==> config.mk <==
export PLATFORM = sky130hd
export DESIGN_NAME = bpc_ctrl
export DESIGN_NICKNAME = d
export VERILOG_FILES = /design/src/rtl/core/bpc_pkg.sv /design/src/rtl/core/bpc_ctrl.sv
export SDC_FILE = /design/constraint.sdc
export NUM_CORES = 1
export LEC_CHECK = 0
export BUFFER_PORTS_ARGS = -buffer_cell sky130_fd_sc_hd__buf_2
export CORE_ASPECT_RATIO = 1.2
export CORE_UTILIZATION = 40
export DETAILED_ROUTE_END_ITERATION = 8
export PLACE_DENSITY = 0.66
export REMOVE_ABC_BUFFERS = 1
export SLEW_MARGIN = 25
export SYNTH_ARGS = -nofsm -noshare
export SYNTH_HDL_FRONTEND = slang
export SYNTH_SLANG_ARGS = --single-unit
==> constraint.sdc <==
create_clock -name clk_i -period 2.5 [get_ports clk_i]
set_input_delay 0.625 -clock clk_i [delete_from_list [all_inputs] [get_ports clk_i]]
set_output_delay 0.625 -clock clk_i [all_outputs]
set_load 0.01 [all_outputs]
==> src/rtl/core/bpc_pkg.sv <==
`default_nettype none
package bpc_pkg;

  // working width for signed intermediates
  localparam int unsigned WW = 64;

  // shared multiplier operand and product widths
  localparam int unsigned MA_W = 50;
  localparam int unsigned MB_W = 18;
  localparam int unsigned MP_W = MA_W + MB_W;

  // iterative divider
  localparam int unsigned DIV_W     = 32;
  localparam int unsigned DIV_CNT_W = $clog2(DIV_W);

  // field widths
  localparam int unsigned UT_W   = 16;
  localparam int unsigned RAW_W  = 24;
  localparam int unsigned UP_W   = 19;
  localparam int unsigned TEMP_W = 16;
  localparam int unsigned PRES_W = 18;
  localparam int unsigned STAT_W = 2;
  localparam int unsigned B5_W   = 29;
  localparam int unsigned T_W    = 25;
  localparam int unsigned B4_W   = 17;
  localparam int unsigned N_W    = 22;
  localparam int unsigned Q0_W   = 19;

  // configuration port
  localparam int unsigned CFG_IDX_W  = 4;
  localparam int unsigned CFG_DATA_W = 64;

  // compensation constants
  localparam logic signed [B5_W-1:0] TEMP_OFFS  = 29'sd4000;
  localparam logic        [B4_W-1:0] B7_SCALE   = 17'd50000;
  localparam logic signed [WW-1:0]   B4_BIAS    = 64'sd32768;
  localparam logic signed [MB_W-1:0] C_P1       = 18'sd3038;
  localparam logic signed [MB_W-1:0] C_P2       = -18'sd7357;
  localparam logic signed [WW-1:0]   C_P3       = 64'sd3791;
  localparam logic signed [WW-1:0]   PMAX       = 64'sd262143;
  localparam logic signed [T_W-1:0]  TEMP_MAX   = 25'sd32767;
  localparam logic signed [T_W-1:0]  TEMP_MIN   = -25'sd32768;

  // divide by ten: q0 = (n * DIV10_M) >> DIV10_SH is q or q + 1
  localparam logic signed [MB_W-1:0] DIV10_M  = 18'sd52429;
  localparam int unsigned            DIV10_SH = 19;

  typedef enum logic [CFG_IDX_W-1:0] {
    CFG_AC1_AC4 = 4'd0,
    CFG_AC5_B2  = 4'd1,
    CFG_MC_MD   = 4'd2,
    CFG_OSS     = 4'd3
  } cfg_idx_e;

  typedef enum logic [STAT_W-1:0] {
    STAT_OK    = 2'd0,
    STAT_TZERO = 2'd1,
    STAT_PZERO = 2'd2,
    STAT_SAT   = 2'd3
  } stat_e;

  typedef enum logic [4:0] {
    ST_T_MUL, ST_T_X1, ST_T_CHK, ST_T_X2, ST_T_B5, ST_T_B6,
    ST_SQ_LO, ST_SQ_HI, ST_SQ, ST_AC2, ST_B2, ST_X3A, ST_B3, ST_X3B,
    ST_B4_MUL, ST_B4, ST_P_CHK, ST_B7, ST_P_DIV, ST_P_Q,
    ST_PS_LO, ST_PS_HI, ST_PS, ST_C1, ST_C2, ST_C3, ST_PCOR, ST_SAT,
    ST_F_MUL, ST_F_Q, ST_FILT
  } step_e;

  typedef struct packed {
    step_e step;
    logic  exec;
    logic  div_start;
    logic  load_in;
    logic  load_out;
    stat_e code;
  } bpc_cmd_t;

  typedef struct packed {
    logic tzero;
    logic pzero;
    logic div_done;
  } bpc_sts_t;

endpackage
`default_nettype wire

==> src/rtl/core/bpc_ctrl.sv <==
`default_nettype none
module bpc_ctrl import bpc_pkg::*; (
  input  wire logic     clk_i,
  input  wire logic     rst_ni,
  input  wire logic     in_valid_i,
  output logic          in_ready_o,
  output logic          out_valid_o,
  input  wire logic     out_ready_i,
  input  wire bpc_sts_t sts_i,
  output bpc_cmd_t      cmd_o
);

  typedef enum logic [3:0] {
    S_IDLE = 4'b0001,
    S_RUN  = 4'b0010,
    S_DIV  = 4'b0100,
    S_HOLD = 4'b1000
  } state_e;

  state_e state_q, state_d;
  step_e  step_q, step_d;
  stat_e  code_q, code_d;
  logic   ovalid_q, ovalid_d;

  always_comb begin
    state_d         = state_q;
    step_d          = step_q;
    code_d          = code_q;
    ovalid_d        = ovalid_q && !out_ready_i;
    in_ready_o      = 1'b0;
    cmd_o.step      = step_q;
    cmd_o.exec      = 1'b0;
    cmd_o.div_start = 1'b0;
    cmd_o.load_in   = 1'b0;
    cmd_o.load_out  = 1'b0;
    cmd_o.code      = code_q;
    unique case (state_q)
      S_IDLE: begin
        in_ready_o = 1'b1;
        if (in_valid_i) begin
          cmd_o.load_in = 1'b1;
          step_d        = ST_T_MUL;
          state_d       = S_RUN;
        end
      end
      S_RUN: begin
        cmd_o.exec = 1'b1;
        step_d     = step_e'(step_q + 5'd1);
        if (step_q == ST_T_CHK) begin
          if (sts_i.tzero) begin
            code_d  = STAT_TZERO;
            state_d = S_HOLD;
          end else begin
            cmd_o.div_start = 1'b1;
            state_d         = S_DIV;
          end
        end else if (step_q == ST_P_CHK && sts_i.pzero) begin
          code_d  = STAT_PZERO;
          state_d = S_HOLD;
        end else if (step_q == ST_P_DIV) begin
          cmd_o.div_start = 1'b1;
          state_d         = S_DIV;
        end else if (step_q == ST_FILT) begin
          code_d  = STAT_OK;
          state_d = S_HOLD;
        end
      end
      S_DIV: begin
        if (sts_i.div_done) begin
          state_d = S_RUN;
        end
      end
      S_HOLD: begin
        // wait for the previous result to leave the output register
        if (!ovalid_q || out_ready_i) begin
          cmd_o.load_out = 1'b1;
          ovalid_d       = 1'b1;
          state_d        = S_IDLE;
        end
      end
      default: state_d = S_IDLE;
    endcase
  end

  always_ff @(posedge clk_i or negedge rst_ni) begin
    if (!rst_ni) begin
      state_q  <= S_IDLE;
      step_q   <= ST_T_MUL;
      code_q   <= STAT_OK;
      ovalid_q <= 1'b0;
    end else begin
      state_q  <= state_d;
      step_q   <= step_d;
      code_q   <= code_d;
      ovalid_q <= ovalid_d;
    end
  end

  assign out_valid_o = ovalid_q;

endmodule
`default_nettype wire

==> flow_summary.toml <==
[pwr]
seq_power_share_pct = 33.9
combPwrFrac_pct = 54.2
power.density_nw_per_um2 = 1110
p_sw_share_pct = 43.1
p_leak_nw = 0.453
p_int_w = 0.000602
peakVddDrop_v = 0.000526
power.switching_w = 0.000457
clockPowerShare_pct = 11.8
total_power_w = 0.00106

[routing]
dr_wl_met2_um = 830
ant_nets = 0
top_layer_used = "met4"
vias = 690
dr_wl_met3_um = 70
wl_met1_um = 771
drcViolationCount = 0
routedWlPerCell_um = 13.6
drtPass1Iterations = 4
drt_iter0_drc = 6
routed_wl_mm = 1.68
vias_per_cell = 5.56

[setup_path]
worstSetupPathType = "register to output pin"
cp_num_buf_inv = 2
end_kind = "output pin"
critPathTopFamily = "simple AND/OR/NAND/NOR gates"
crit_slowest_cell = "or4b_1"
crit_path_max_fanout = 10
path_cells = "or4b_1 -> clkinv_8 -> and2_1 -> buf_2"
crit_path_start_kind = "register"
crit_path_max_incr_delay_ps = 660
critPathArrivalTime_ps = 1780
cp.required_ps = 1880

[clock_network]
clock_path_buffers = 2
clkTransAtPathRegs_ps = 80
cts_tree = "built"
cts_made_buffers = 3
cts-root-buf = "clkbuf_4"
clock_latency_ps = 270
cts_htree_levels = 1
clock-sinks = 12
ctsHoldBuffers = 0

[global_route]
overflow = 0
grt_pass1_wl_mm = 2.84
grt_pass1_vias = 644
grt_max_degree = 13
antenna_found_initial = 0
grt_use_total_pct = 17.6

[cells_and_area]
drive_above_1_share_pct = 40.0
instances_no_fill = 124
n_antenna_cell = 0
syn2layout_area_growth_pct = 19.3
fin_nets = 116

[placed_design]
post-place-cells = 116
port_buffers = 19
routabilityCongestion = 0.763
dp_hpwl_mm = 1.20
dp_slack_ps = 209

[sta]
tightest_slew_ps = 420
final.setup.tns_ps = 0
fin_skew_ps = 9.47
slew_headroom_pct = 71.9
min_period_over_period_pct = 96.0
setup-violations-final = 0
finalHoldViolations = 0
finalMaxSlewViolations = 0
fin_ws_ps = 99.7
period_minus_slack_ps = 2400
fmax_mhz = 417

[synth]
synthTopCellsByCount = "11 x dfrtp_1, 5 x inv_1, 5 x o21ai_0, 4 x nand2_1, 4 x nand3_1"
synth_top_cell_area_share_pct = 34.6
synthTopCellsByArea = "dfrtp_1 35%, ha_1 4.7%, dfstp_2 3.3%, o21ai_0 3.1%, buf_6 2.8%"
synth_top_cell_by_area = "dfrtp_1"
syn_inst = 80
ys_ff_latch = 12
syn_avg_cell_area_sq_um = 9.95
synthMostInstantiatedCell = "dfrtp_1"
yosysSeqAreaShare_pct = 37.9
yosysUniqueCellTypes = 42
synth_ff_type = "dfrtp_1"
synth_edf_count = 0
netlist_area_sq_um = 796
synth.yosys.warnings = 0
async_flop_share_pct = 100

[die]
start_util_pct = 43.0
dieArea_sq_um = 2170
die_x_um = 42.7
pin_count = 20
fp.dieH_um = 50.9
coreArea_sq_um = 1850
rows = 17

[hold_path]
hold_class = "primary input to asynchronous set/reset pin"

[status]
status = "completed"

[flow_run]
max-cap-violations = 0
==> placed cells by master, fill, tap and decap left out, drive strengths merged <==
cell,instances
a311o,1
and2,2
clkinv,1
o21a,1
a31oi,2
nor2,2
inv,5
nor2b,2
clkbuf,4
nand2,4
a22o,1
and4bb,1
a21oi,3
nand4,1
buf,26
xnor2,1
dfstp,1
or3b,4
a211oi,1
dfrtp,11
or4b,1
o31ai,2
nand3,4
a2111oi,1
nand2b,1
o41ai,1
nor3,3
a311oi,1
o22ai,1
nor4b,1
xor2,1
o21ai,9
and3,2
ha,3
==> worst paths after layout <==
check | slack (ps) | from | endpoint | cells after the start
max | 100 | state_q[2] | cmd_o[4] | 4
max reg2reg | 530 | step_q[1] | state_q[1] | 7
min reg2reg | 540 | code_q[1] | code_q[1] | 2
min | 220 | rst_ni | state_q[3] | 1
max in group asynchronous | 2000 | rst_ni | state_q[0] | 1
min in group clk_i | 540 | code_q[1] | code_q[1] | 2
==> state kept, by name, summed over array words and instances, names as in the netlist <==
register / flops
step_q: 5
code_q: 2
out_valid_o: 1
state_q: 4
==> power by group through the flow <==
stage / logic [W] / registers [W] / clock network [W]
finish: 0.000574 / 0.000359 / 0.000125
global placement: 0.000518 / 0.000367 / 0
detailed placement: 0.000523 / 0.000372 / 0
CTS: 0.000561 / 0.000356 / 0.000133
floorplan: 0.000317 / 0.000388 / 0
global route: 0.000628 / 0.000373 / 0.000146
==> through the flow <==
stage	hold slack, ps	util [%]	instance area (sq um)
after floorplan	329	-	746
after CTS	216	50.5	935
final	216	51.3	950
after global routing	219	51.3	950
after global placement	521	47.9	887
after detailed placement	522	47.9	887
==> cells by family (layout without fill, tap and decap cells) <==
logic type               count (synthesis)  after routing  share of synthesized area, %
AND/OR/NAND/NOR                         28             28                          23.1
XOR/XNOR                                 2              2                          2.20
flip-flops                              12             12                          37.9
adder cells (fa/ha/maj)                  3              3                          4.72
AO/OA/AOI/OAI                           24             24                          21.4
buffers and inverters                   11             36                          10.7
==> metal layers <==
metal  up-vias  track usage [%]
li1        342                -
met1       329             21.7
met2        17             28.0
met3         2             2.47
met4         0             12.0
met5         -                0
==> what timing repair did <==
action / CTS / global route
endpoints found under the hold margin: 0 / 0
buffers inserted: 2 / 2
resized for setup: 1 / 1
endpoints found under the setup margin: 1 / 1
pin swaps: 0 / 2
gates cloned: 0 / 0
==> layout make-up <==
class	count	area, sq um
clock buffer	4	26.3
fill	192	901
inverter	6	35.0
multi-input combinational	57	415
sequential	12	302
tap	19	23.8
timing repair buffer	26	148
Power figures use the tool's default switching activity.
